<file path="config.mk">
export PLATFORM = sky130hd
export DESIGN_NAME = svdp_ram
export DESIGN_NICKNAME = d
export VERILOG_FILES = /design/src/hw/rtl/assert_macros.svh /design/src/hw/rtl/svdp_ram.sv
export SDC_FILE = /design/constraint.sdc
export NUM_CORES = 2
export LEC_CHECK = 0
export BUFFER_PORTS_ARGS = -buffer_cell sky130_fd_sc_hd__buf_2
export CORE_ASPECT_RATIO = 0.8
export CORE_MARGIN = 2
export CORE_UTILIZATION = 63
export CTS_CLUSTER_SIZE = 20
export DETAILED_ROUTE_END_ITERATION = 7
export PLACE_DENSITY = 0.79
export REMOVE_ABC_BUFFERS = 1
export SYNTH_ARGS = -nofsm -noshare
export SYNTH_HDL_FRONTEND = slang
export SYNTH_SLANG_ARGS = --single-unit
</file>
<file path="constraint.sdc">
create_clock -name clk -period 3.2 [get_ports clk]
set_input_delay 0.48 -clock clk [delete_from_list [all_inputs] [get_ports clk]]
set_output_delay 0.48 -clock clk [all_outputs]
set_load 0.03 [all_outputs]
</file>
<file path="src/hw/rtl/assert_macros.svh">
`ifndef ASSERT_MACROS_SVH
`define ASSERT_MACROS_SVH

// concurrent check, disabled while reset is asserted (active-low)
`define SVDP_ASSERT(label, clk, rst_n, prop, msg) \
    label: assert property (@(posedge clk) disable iff (!(rst_n)) (prop)) \
        else $error(msg);

// concurrent check, also evaluated during reset
`define SVDP_ASSERT_ALWAYS(label, clk, prop, msg) \
    label: assert property (@(posedge clk) (prop)) else $error(msg);

`endif

</file>
<file path="src/hw/rtl/svdp_ram.sv">
`timescale 1ns / 1ps

module svdp_ram #(
    parameter int WIDTH = 16,
    parameter int DEPTH = 256,
    localparam int AW = (DEPTH > 1) ? $clog2(DEPTH) : 1
) (
    input  logic             clk,
    input  logic             we,
    input  logic [AW-1:0]    waddr,
    input  logic [WIDTH-1:0] wdata,
    input  logic             re,
    input  logic [AW-1:0]    raddr,
    output logic [WIDTH-1:0] rdata
);

    logic [WIDTH-1:0] mem_reg [DEPTH];
    logic [WIDTH-1:0] rdata_reg;

    always_ff @(posedge clk) begin
        if (we) begin
            mem_reg[waddr] <= wdata;
        end
        if (re) begin
            rdata_reg <= mem_reg[raddr];
        end
    end

    assign rdata = rdata_reg;

endmodule

</file>
Yosys cells after proc, flatten, opt, wreduce, memory -nomap -nowiden
Memory sizes are Yosys's and may differ from the RTL's. A register that Yosys moved wholly into a read port is not among the register bits.
Index checks and enable logic that the tools add are counted.
Operators by class
  mux-type cells: 2
Operators with widths (number)
  $mux 1: 2
Storage, ports and cells
  bits in registers: 0
  memory bits (writable): 4096
  input port bits: 35
  output and inout port bits: 16
  memories: 1
Memories
  mem_reg: depth 256, width 16, read ports 1, clocked after memory_dff 1, write ports 1, line svdp_ram.sv:17  | logic [WIDTH-1:0] mem_reg [DEPTH];

Longest topological paths before layout
  word-level depth: 2
  depth in mapped cells: 12
  gate-level depth less buffers: 6

Least setup slack after synthesis
OpenSTA, ideal clock, no wires.
  path kind: in2reg
  start point: input raddr[0]
  end point: register rdata_reg[4], in the netlist rdata[4], read port of mem_reg, data pin
  setup time: 0.265 ns
  arrival: 2.464 ns
  required time: 2.935 ns
  setup slack: 0.471 ns
  stages on the path: 8
  cells stage by stage: buf_6 buf_6 buf_2 mux4_2 mux4_2 a22o_1 o32ai_2 nor4_2
RTL lines
  start: declaration: line svdp_ram.sv:13  | input logic [AW-1:0] raddr,
  end: declaration: line svdp_ram.sv:18  | logic [WIDTH-1:0] rdata_reg;

==> results_dict.tcl <==
set metrics [dict create \
    timing.hold.ws_ns 0.02687 \
    final_max_slew_viol_count 2 \
    yosys.area.top_type "edfxtp_1" \
    synth-simple-area-share 0.01573 \
    setup_viol 4 \
    setup_ws_ns -0.1577 \
    vias 85190 \
    layout_commonest_cell "edfxtp_1" \
    clockRootBuffer "clkbuf_16" \
    grt_use_met2 0.5059 \
    port_buffers 50 \
    overflow 0 \
    die_x_um 565.5 \
    ys_seq_elements 4112 \
    ys_seq_area_frac 0.7772 \
    post_drt_via_cell_ratio 7.211 \
    status "finished, violations left" \
    synth_ff_type "edfxtp_1" \
    drtAntennaViolNets 0 \
    synth_xor_area_frac 0 \
    fin_crit_ns 3.358 \
    clk_pin_slew_ns 0.06 \
    route.detailed.wl_per_inst_um 37.09 \
    multi_input_area_mm2 0.03287 \
    largest_reg_flops 4096 \
    rsz0062_at_grt "yes" \
    ys_top_cells_by_area "edfxtp_1, mux4_2, mux2i_1" \
    synth_compound_area_frac 0.03534 \
    synthAdderAreaFrac 0 \
    crit_arrival_ns 4.10 \
    cts_sinks 4112 \
    hp-class "in2reg" \
    drtIter0Drc 15010 \
    met3_usage 0.1161 \
    worstPathMaxFanout 30 \
    drc 0 \
    yosysTopAreaCellShare 0.7772 \
    antenna_found_initial 35 \
    maxCapViolCount 1 \
    cts_tree "done" \
    yosysUniqueCellTypes 51 \
    internal_power_w 0.08624 \
    wirelength_um 438100 \
    syn_area_mm2 0.1589 \
    grt_pass1_vias 84320 \
    cts_max_level 5 \
    violations "max-capacitance violations, max-slew violations, negative setup slack" \
    p_sw_w 0.02361 \
    seqPwrFrac 0.541 \
    max-slew-margin-rel -0.02184 \
    hpwl_um 259800 \
    gr-max-usage-layer "met2" \
    final_core_util 0.7224 \
    syn2layout_area_growth_pct 13.74 \
    gp_congestion 0.9432 \
    globalRouteMet1Util 0.4814 \
    fill_cells 13310 \
    ir_drop_uv 574.1 \
    max_freq_mhz 297.8 \
    ys_warn_count 0 \
    dr.pass1.iters 6 \
    cts_buffers 378 \
    p_leak_nw 58.46 \
    die_h_um 453.2 \
    start_util 0.6352 \
    core_mm2 0.2501 \
    async_flop_share 0 \
    cts_buffer_depth 4 \
    postSynthCellCount 7360 \
    grt_pass1_wl_um 619000 \
    drive_gt1_frac 0.2763 \
    clk_latency_ns 0.94 \
    die-area_mm2 0.2562 \
    finClkSkew_ns 0.06452 \
    syn_area_per_cell_um2 21.59 \
    end_kind "register" \
    worstSetupPathType "in2reg" \
    switching_share 0.2149 \
    final_nets 8225 \
    groute.usage.overall 0.3446 \
    tightestPinTransition_ns 1.521 \
    hold_viol 0 \
    crit_path_start_kind "input pin" \
    rows 164 \
    total_power_w 0.1098 \
    synth_top_family_by_area "multiplexers" \
    post-route-period-util 1.049 \
    power_density_mw_per_mm2 607.9 \
    power_frac_comb 0.057 \
    synthMuxAreaShare 0.1548 \
    cp.required_ns 3.94 \
    regArea_mm2 0.1235 \
    num_io_pins 51 \
    clkPwrFrac 0.402 \
    cts_setup_buffers 0 \
    layout_common_cells "edfxtp_1, mux4_2, buf_4" \
    dp_slack_ns -1.069 \
    synth_edf_count 4112 \
    grt_max_degree 140 \
]
-- final cells by class --
cell class,count,share of cell area
Antenna cell,7,0.00009694
Clock buffer,467,0.05467
Clock inverter,210,0.01100
Inverter,4,0.0001523
Multi-Input combinational cell,2792,0.1819
Sequential cell,4112,0.6833
Tap cell,3320,0.02299
Timing Repair Buffer,902,0.04587
-- timing repair --
action / in CTS / in global routing
endpoints found under the setup margin: 4 / 8
cloned: 0 / 1
hold buffers: 2 / 0
gates resized for setup: 4 / 11
endpoints found under the hold margin: 12 / 0
pin swaps: 0 / 2
-- metal layers --
| layer | wire (µm) | up-vias | part of all wire |
|---|---|---|---|
| li1 | - | 32920 | - |
| met1 | 148600 | 43580 | 0.34 |
| met2 | 197000 | 7375 | 0.45 |
| met3 | 70130 | 1262 | 0.16 |
| met5 | 409 | - | 0.00093 |
| met4 | 22020 | 52 | 0.050 |
-- through the flow --
stage	TNS [ns]	instance area, µm²	cells
after floorplan	-60.64	156200	6908
after global placement	-11.26	168700	11130
after detailed placement	-12.20	168700	11130
after CTS	0	180600	11810
after global routing	-0.1953	180700	11810
final	-0.2790	180700	11810
-- power by group through the flow --
stage,sequential (W),combinational (W),clock (W)
after floorplan,0.0606,0.00219,0
final,0.0595,0.00621,0.0442
after global placement,0.0606,0.00575,0
after detailed placement,0.0606,0.00591,0
after CTS,0.0594,0.00601,0.0443
after global routing,0.0594,0.00634,0.0462
-- worst paths after layout --
check	depth (start not counted)	slack, ns	end	start
hold reg to reg	6	1.18	rdata[8]	mem_reg[106][8]
setup reg to reg	6	0.05	rdata[7]	mem_reg[63][7]
hold / removal	1	0.03	mem_reg[90][9]	wdata[9]
setup / recovery	12	-0.16	rdata[15]	raddr[0]
-- critical path, stage by stage --
cell,delay [ns]
buf_12,0.22
buf_12,0.28
buf_12,0.28
buf_16,0.28
buf_16,0.23
buf_4,0.25
mux2i_1,0.12
o22ai_1,0.23
mux2i_1,0.14
a22oi_2,0.52
nand4_1,0.53
nor4_1,0.41
-- logic make-up (layout without fill, tap and decap cells) --
logic type	after synthesis	count (layout)
buffers and inverters	456	1583
and+or+nand+nor	556	556
muxes	1450	1450
other	0	7
AOI/OAI and AO/OA	786	786
DFF	4112	4112
-- cells in the mapped netlist, types with 2 or more instances --
| master | number |
|---|---|
| a2111oi_0 | 6 |
| a211oi_1 | 18 |
| a21o_1 | 2 |
| a21oi_1 | 175 |
| a221oi_1 | 28 |
| a22o_1 | 32 |
| a22oi_1 | 43 |
| a31oi_1 | 6 |
| and3_1 | 11 |
| and4_1 | 2 |
| buf_1 | 27 |
| buf_12 | 5 |
| buf_2 | 76 |
| buf_4 | 26 |
| buf_6 | 77 |
| buf_8 | 11 |
| clkbuf_1 | 230 |
| edfxtp_1 | 4112 |
| inv_1 | 3 |
| mux2_2 | 88 |
| mux2i_1 | 565 |
| mux4_2 | 797 |
| nand2_1 | 38 |
| nand2b_1 | 3 |
| nand3_1 | 35 |
| nand4_1 | 26 |
| nand4b_1 | 3 |
| nor2_1 | 304 |
| nor2b_1 | 9 |
| nor3_1 | 92 |
| nor4_1 | 17 |
| nor4bb_1 | 2 |
| o21ai_0 | 37 |
| o221ai_1 | 252 |
| o22ai_1 | 148 |
| o31ai_1 | 16 |
| o32ai_1 | 20 |
| or2_2 | 4 |
| or3_1 | 2 |
Note: power is estimated with default switching activity, not from simulation.
