## src/hw/rtl/assert_macros.svh

```systemverilog
`ifndef ASSERT_MACROS_SVH
`define ASSERT_MACROS_SVH

// concurrent check, disabled while reset is asserted (active-low)
`define SVDP_ASSERT(label, clk, rst_n, prop, msg) \
    label: assert property (@(posedge clk) disable iff (!(rst_n)) (prop)) \
        else $error(msg);

// concurrent check, also evaluated during reset
`define SVDP_ASSERT_ALWAYS(label, clk, prop, msg) \
    label: assert property (@(posedge clk) (prop)) else $error(msg);

`endif

```

## src/hw/rtl/svdp_pkg.sv

```systemverilog
`timescale 1ns / 1ps

package svdp_pkg;

    localparam int MAX_LENGTH_DEF = 256;
    localparam int VALUE_W        = 16;
    localparam int PROD_W         = 32;
    localparam int DOT_W          = 40;

    typedef enum logic {
        OP_LOAD  = 1'b0,
        OP_QUERY = 1'b1
    } op_t;

    typedef struct packed {
        logic active;
        logic last;
        logic emit;
        logic truncated;
    } svdp_ctl_t;

endpackage

```

## src/hw/rtl/svdp_mac.sv

```systemverilog
`timescale 1ns / 1ps

module svdp_mac #(
    parameter int TERMS_W = 9
) (
    input  logic                              clk,
    input  logic                              rst_n,
    input  logic                              adv,
    input  logic                              in_valid,
    input  svdp_pkg::svdp_ctl_t               in_ctl,
    input  logic signed [svdp_pkg::VALUE_W-1:0] in_value,
    input  logic signed [svdp_pkg::VALUE_W-1:0] in_ref,
    input  logic [TERMS_W-1:0]                in_terms,
    output logic                              out_valid,
    output logic signed [svdp_pkg::DOT_W-1:0] out_dot,
    output logic [TERMS_W-1:0]                out_terms,
    output logic                              out_truncated
);

    import svdp_pkg::*;

    localparam logic signed [DOT_W-1:0] ACC_MAX = {1'b0, {(DOT_W-1){1'b1}}};
    localparam logic signed [DOT_W-1:0] ACC_MIN = {1'b1, {(DOT_W-1){1'b0}}};

    logic                      s2_valid_reg;
    svdp_ctl_t                 s2_ctl_reg;
    logic signed [PROD_W-1:0]  s2_prod_reg;
    logic signed [PROD_W-1:0]  s2_prod_next;
    logic [TERMS_W-1:0]        s2_terms_reg;

    logic signed [DOT_W-1:0]   acc_reg;
    logic signed [DOT_W:0]     sum_wide;
    logic signed [DOT_W-1:0]   sum_sat;

    logic                      out_valid_reg;
    logic signed [DOT_W-1:0]   out_dot_reg;
    logic [TERMS_W-1:0]        out_terms_reg;
    logic                      out_truncated_reg;

    always_comb begin
        s2_prod_next = '0;
        if (in_valid && in_ctl.active) begin
            s2_prod_next = in_value * in_ref;
        end
        sum_wide = (DOT_W+1)'(acc_reg) + (DOT_W+1)'(s2_prod_reg);
        sum_sat  = sum_wide[DOT_W-1:0];
        if (sum_wide[DOT_W] != sum_wide[DOT_W-1]) begin
            sum_sat = sum_wide[DOT_W] ? ACC_MIN : ACC_MAX;
        end
    end

    always_ff @(posedge clk) begin
        if (!rst_n) begin
            s2_valid_reg  <= 1'b0;
            acc_reg       <= '0;
            out_valid_reg <= 1'b0;
        end else if (adv) begin
            s2_valid_reg  <= in_valid;
            out_valid_reg <= s2_valid_reg && s2_ctl_reg.emit;
            if (s2_valid_reg) begin
                acc_reg <= s2_ctl_reg.last ? '0 : sum_sat;
            end
        end
    end

    always_ff @(posedge clk) begin
        if (adv) begin
            s2_ctl_reg   <= in_ctl;
            s2_prod_reg  <= s2_prod_next;
            s2_terms_reg <= in_terms;
            if (s2_valid_reg && s2_ctl_reg.emit) begin
                out_dot_reg       <= sum_sat;
                out_terms_reg     <= s2_terms_reg;
                out_truncated_reg <= s2_ctl_reg.truncated;
            end
        end
    end

    assign out_valid     = out_valid_reg;
    assign out_dot       = out_dot_reg;
    assign out_terms     = out_terms_reg;
    assign out_truncated = out_truncated_reg;

endmodule

```

## config.mk

```make
export PLATFORM = sky130hd
export DESIGN_NAME = svdp_mac
export DESIGN_NICKNAME = d
export VERILOG_FILES = /design/src/hw/rtl/assert_macros.svh /design/src/hw/rtl/svdp_pkg.sv /design/src/hw/rtl/svdp_mac.sv
export SDC_FILE = /design/constraint.sdc
export NUM_CORES = 1
export LEC_CHECK = 0
export ABC_AREA = 1
export BUFFER_PORTS_ARGS = -buffer_cell sky130_fd_sc_hd__buf_2
export CAP_MARGIN = 15
export CORE_ASPECT_RATIO = 1.75
export CORE_UTILIZATION = 49
export DETAILED_ROUTE_END_ITERATION = 7
export HOLD_SLACK_MARGIN = 0.06
export PLACE_DENSITY_LB_ADDON = 0.08
export SLEW_MARGIN = 20
export SYNTH_ARGS = -nofsm -noshare
export SYNTH_HDL_FRONTEND = slang
export SYNTH_SLANG_ARGS = --single-unit
```

## constraint.sdc

```tcl
create_clock -name clk -period 7.26 [get_ports clk]
set_clock_uncertainty 0.1 [all_clocks]
set_input_delay 0.726 -clock clk [delete_from_list [all_inputs] [get_ports clk]]
set_output_delay 0.726 -clock clk [all_outputs]
set_load 0.02 [all_outputs]
```

; Word-level counts from Yosys, hierarchy flattened
; Index checks and enable logic that the tools add are counted.
[word_totals]
inputBits = 49
register_bits = 136
output_inout_bits = 51
[op_classes]
n_mul = 1
addsub = 1
n_reduce_logical = 4
n_eq_ne = 1
muxes = 3
[ops]
columns = operator, n
row1 = $mux 40, 3
row2 = $add 40x32->41, 1
row3 = $mul 16x16->32, 1
row4 = $reduce_and 2->1, 2
row5 = $logic_and 1x1->1, 2
row6 = $ne 1x1->1, 1

; Depth between registers and ports, before layout
[depth]
word_depth = 4
ltp_mapped = 28
ltp_nobuf = 26

; Worst setup path after synthesis
; Ideal clock, no wire load.
[synth_timing]
path_type = in2reg
start = in in_ref[5] in the netlist's numbering
end = reg s2_prod_reg[29] (data pin)
t_arrival_ps = 5977
setup_ps = 253
path_stages = 22
slack_ps = 931
cell_sequence = clkbuf_1 -> clkbuf_1 -> nand2_1 -> fa_1 -> inv_1 -> fa_1 -> fa_1 -> fa_1 -> fa_1 -> inv_1 -> fa_1 -> inv_1 -> ha_1 -> a21oi_1 -> o21ai_0 -> a21oi_1 -> nand3_1 -> a21o_1 -> a21oi_1 -> nand2_1 -> nand2_1 -> nor2_1
[synth_via]
elab_chain_cells = 1
[synth_rtl]
columns = item, line
row1 = "start, declared", svdp_mac.sv:12  ; input logic signed [svdp_pkg::VALUE_W-1:0] in_ref,
row2 = $mul 16x16->32, svdp_mac.sv:43  ; s2_prod_next = in_value * in_ref;
row3 = "end signal, assigned", svdp_mac.sv:69  ; s2_prod_reg <= s2_prod_next;
row4 = "end, declared", svdp_mac.sv:27  ; logic signed [PROD_W-1:0] s2_prod_reg;
; No other way between the ends.
; A chain may end at the register's enable or synchronous reset.

; Final worst setup path
[layout_timing]
start = in in_ref[15] in the netlist's numbering
end = reg s2_prod_reg[28] (data pin)
; The elaborated chain is that of the path after synthesis.

==> metrics.txt <==
kind of end point of the critical path=flip-flop; # setup viols final=0; Ports=100; FP Rows=92; YS warnings=0; Simple-Gate Fraction of Synth Area=0.212; FMAX=147 MHz; cell taking the most area after synthesis=fa_1; first-pass GRT wire length=80.1 mm; Area Growth Syn to Fin=7.98%; Inserted Diodes=0; Clock H-tree levels=4; antenna violations before repair=0; CTS clock-pin slew for the worst setup and hold paths=0.07 ns; clk_lat worst skew=0.44 ns; crit share post-route=0.937; post-CTS sizing=0; fraction of layout cells with a size suffix above 1=0.0911; Antenna Nets Post-Route=0; starting density of the core=0.499; drt via density=5.06; largest family of logic cells by synthesized area=adder cells; crit path kind=input pin to flip-flop; DP Wirelength=41.7 mm; required time worst endpoint=7.35 ns; setup bufs post-CTS=0; Unique masters post-synth=39; fin nets=2,793; Worst Path Max Fanout=17; worst-margin pin slew=0.892 ns; status=completed; Post-Syn Instances=2,309; FF-to-FF setup slack=3.63 ns; Max-slew headroom=0.406; min-delay src=s2_terms_reg[3]$_DFFE_PP_; crit path from=in_ref[15]; routed length per instance=17.7 µm; clock root cell=clkbuf_16; CTS max path bufs=2; most numerous cell in the Yosys netlist=nand2_1; Die W=147 µm; Worst EP arrival=6.89 ns; Slew Limit Fails=0; drt drc=0; Crit Reg-Reg Startpoint=s2_prod_reg[0]$_SDFFCE_PN0P_; largest net degree at the start of global routing=49; synth top area cells=fa_1 (29%), edfxtp_1 (16%), nand2_1 (14%); RSZ-0062 raised after global routing=false; routability cong.=0.942; setup TNS=0 ns; # hold bufs at CTS=0; adder-cell share of the synthesized area=0.375; Post-synth ARST share=0; DRC marker count from the first detailed-route iteration=564; total wire length=50.3 mm; startpoint types=input pin; Most used DFF post-synth=edfxtp_1; Compound-Gate Fraction of Synth Area=0.0628; Place WS=0.0809 ns; syn_nets=2,743; fin crit period=6.80 ns; Hold Fails Final Rpt=0; Core Area=0.0363 mm²; vias post-DR=14,369; GRT overflow=0; Yosys top cell area share=0.291; Syn Area/Cell=7.84 µm²; Synth Cell Area=0.0181 mm²; Worst Hold Class=flip-flop to flip-flop; Die Ht=256 µm; CTS sink cnt=136; post-synthesis sequential area ratio=0.202; Die Area=0.0378 mm²; Post-Synth XOR/XNOR Area=0.0155; TritonCTS clock tree=yes; EDFF count, synth=94; number of max-cap violations=0; vias in the first global route=15,515; Synth Register Bits=136; setup ws final=0.460 ns; DRT Pass-1 Iters=5; # port buffers=99; total global-route track usage=0.279; synth cell count leaders=nand2_1 (684), inv_1 (541), fa_1 (263); CTS buffer count=17; mux cell area share after synthesis=0
-- cells by family after synthesis --
| logic type | count (synthesis) |
|---|---|
| AND/OR/NAND/NOR | 925 |
| buffers and inverters | 625 |
| adder cells (fa/ha/maj) | 385 |
| AO/OA/AOI/OAI | 206 |
| flip-flops | 136 |
| XOR/XNOR | 32 |
-- worst max-delay path, cell delays in order --
cell      delay (ns)
buf_2           0.10
inv_1           0.52
or2_2           0.23
fa_1            0.42
fa_1            0.49
inv_1           0.05
fa_1            0.50
fa_1            0.43
fa_1            0.49
inv_1           0.05
fa_1            0.47
inv_1           0.04
ha_1            0.39
nand4_1         0.16
nor2_1          0.58
nand4_1         0.41
nand3_1         0.34
nand2_1         0.08
nand2_1         0.10
a21boi_0        0.11
o21ai_0         0.15
a21oi_1         0.05
-- layout make-up --
type / count / area [µm²]
Timing Repair Buffer: 111 / 586
Fill cell: 3578 / 16700
Tap cell: 470 / 588
Inverter: 545 / 2050
Clock inverter: 15 / 175
Multi-Input combinational cell: 1548 / 12100
Sequential cell: 136 / 3660
Clock buffer: 17 / 425
-- routing by layer --
| layer | GRT usage | share of wire | routed length [µm] | vias up |
|---|---|---|---|---|
| li1 | - | - | - | 7005 |
| met1 | 0.268 | 0.35 | 17400 | 6908 |
| met2 | 0.566 | 0.57 | 28600 | 336 |
| met3 | 0.0185 | 0.025 | 1250 | 120 |
| met4 | 0.159 | 0.060 | 3000 | 0 |
| met5 | 0 | 0 | 0 | - |
-- worst paths after layout --
check                                        to  cells past startpoint
setup / recovery  s2_prod_reg[28]$_SDFFCE_PN0P_                     22
hold reg to reg          out_terms[3]$_DFFE_PP_                      0
hold / removal           out_terms[3]$_DFFE_PP_                      0
setup reg to reg        acc_reg[8]$_SDFFE_PN0P_                     16
-- stage by stage --
stage               instances  hold WS, ns  utilization  cell area (µm²)
floorplan                2309        0.300            -            18100
CTS                      2842        0.324        0.539            19600
global placement         2810        0.300        0.523            19000
detailed placement       2810        0.305        0.523            19000
global route             2842        0.323        0.539            19600
finish                   2842        0.322        0.539            19600
-- cell usage in the layout (no fill, tap or decap), drive strengths merged, types with 5 or more instances in the layout --
cell | netlist | routed
a21boi | 5 | 5
a21o | 8 | 8
xor2 | 24 | 24
ha | 122 | 122
nor3 | 7 | 7
xnor2 | 8 | 8
clkbuf | 69 | 17
o21bai | 8 | 8
buf | 11 | 111
or2 | 5 | 5
nand2 | 715 | 715
inv | 545 | 554
nand3 | 48 | 48
o21ai | 47 | 47
a21oi | 134 | 134
and2 | 5 | 5
edfxtp | 94 | 94
nand4 | 27 | 27
fa | 263 | 263
dfxtp | 42 | 42
nor2 | 116 | 116
Power is not shown: default switching activity piles up to over one toggle a cycle in this logic, so the estimate is an artifact.
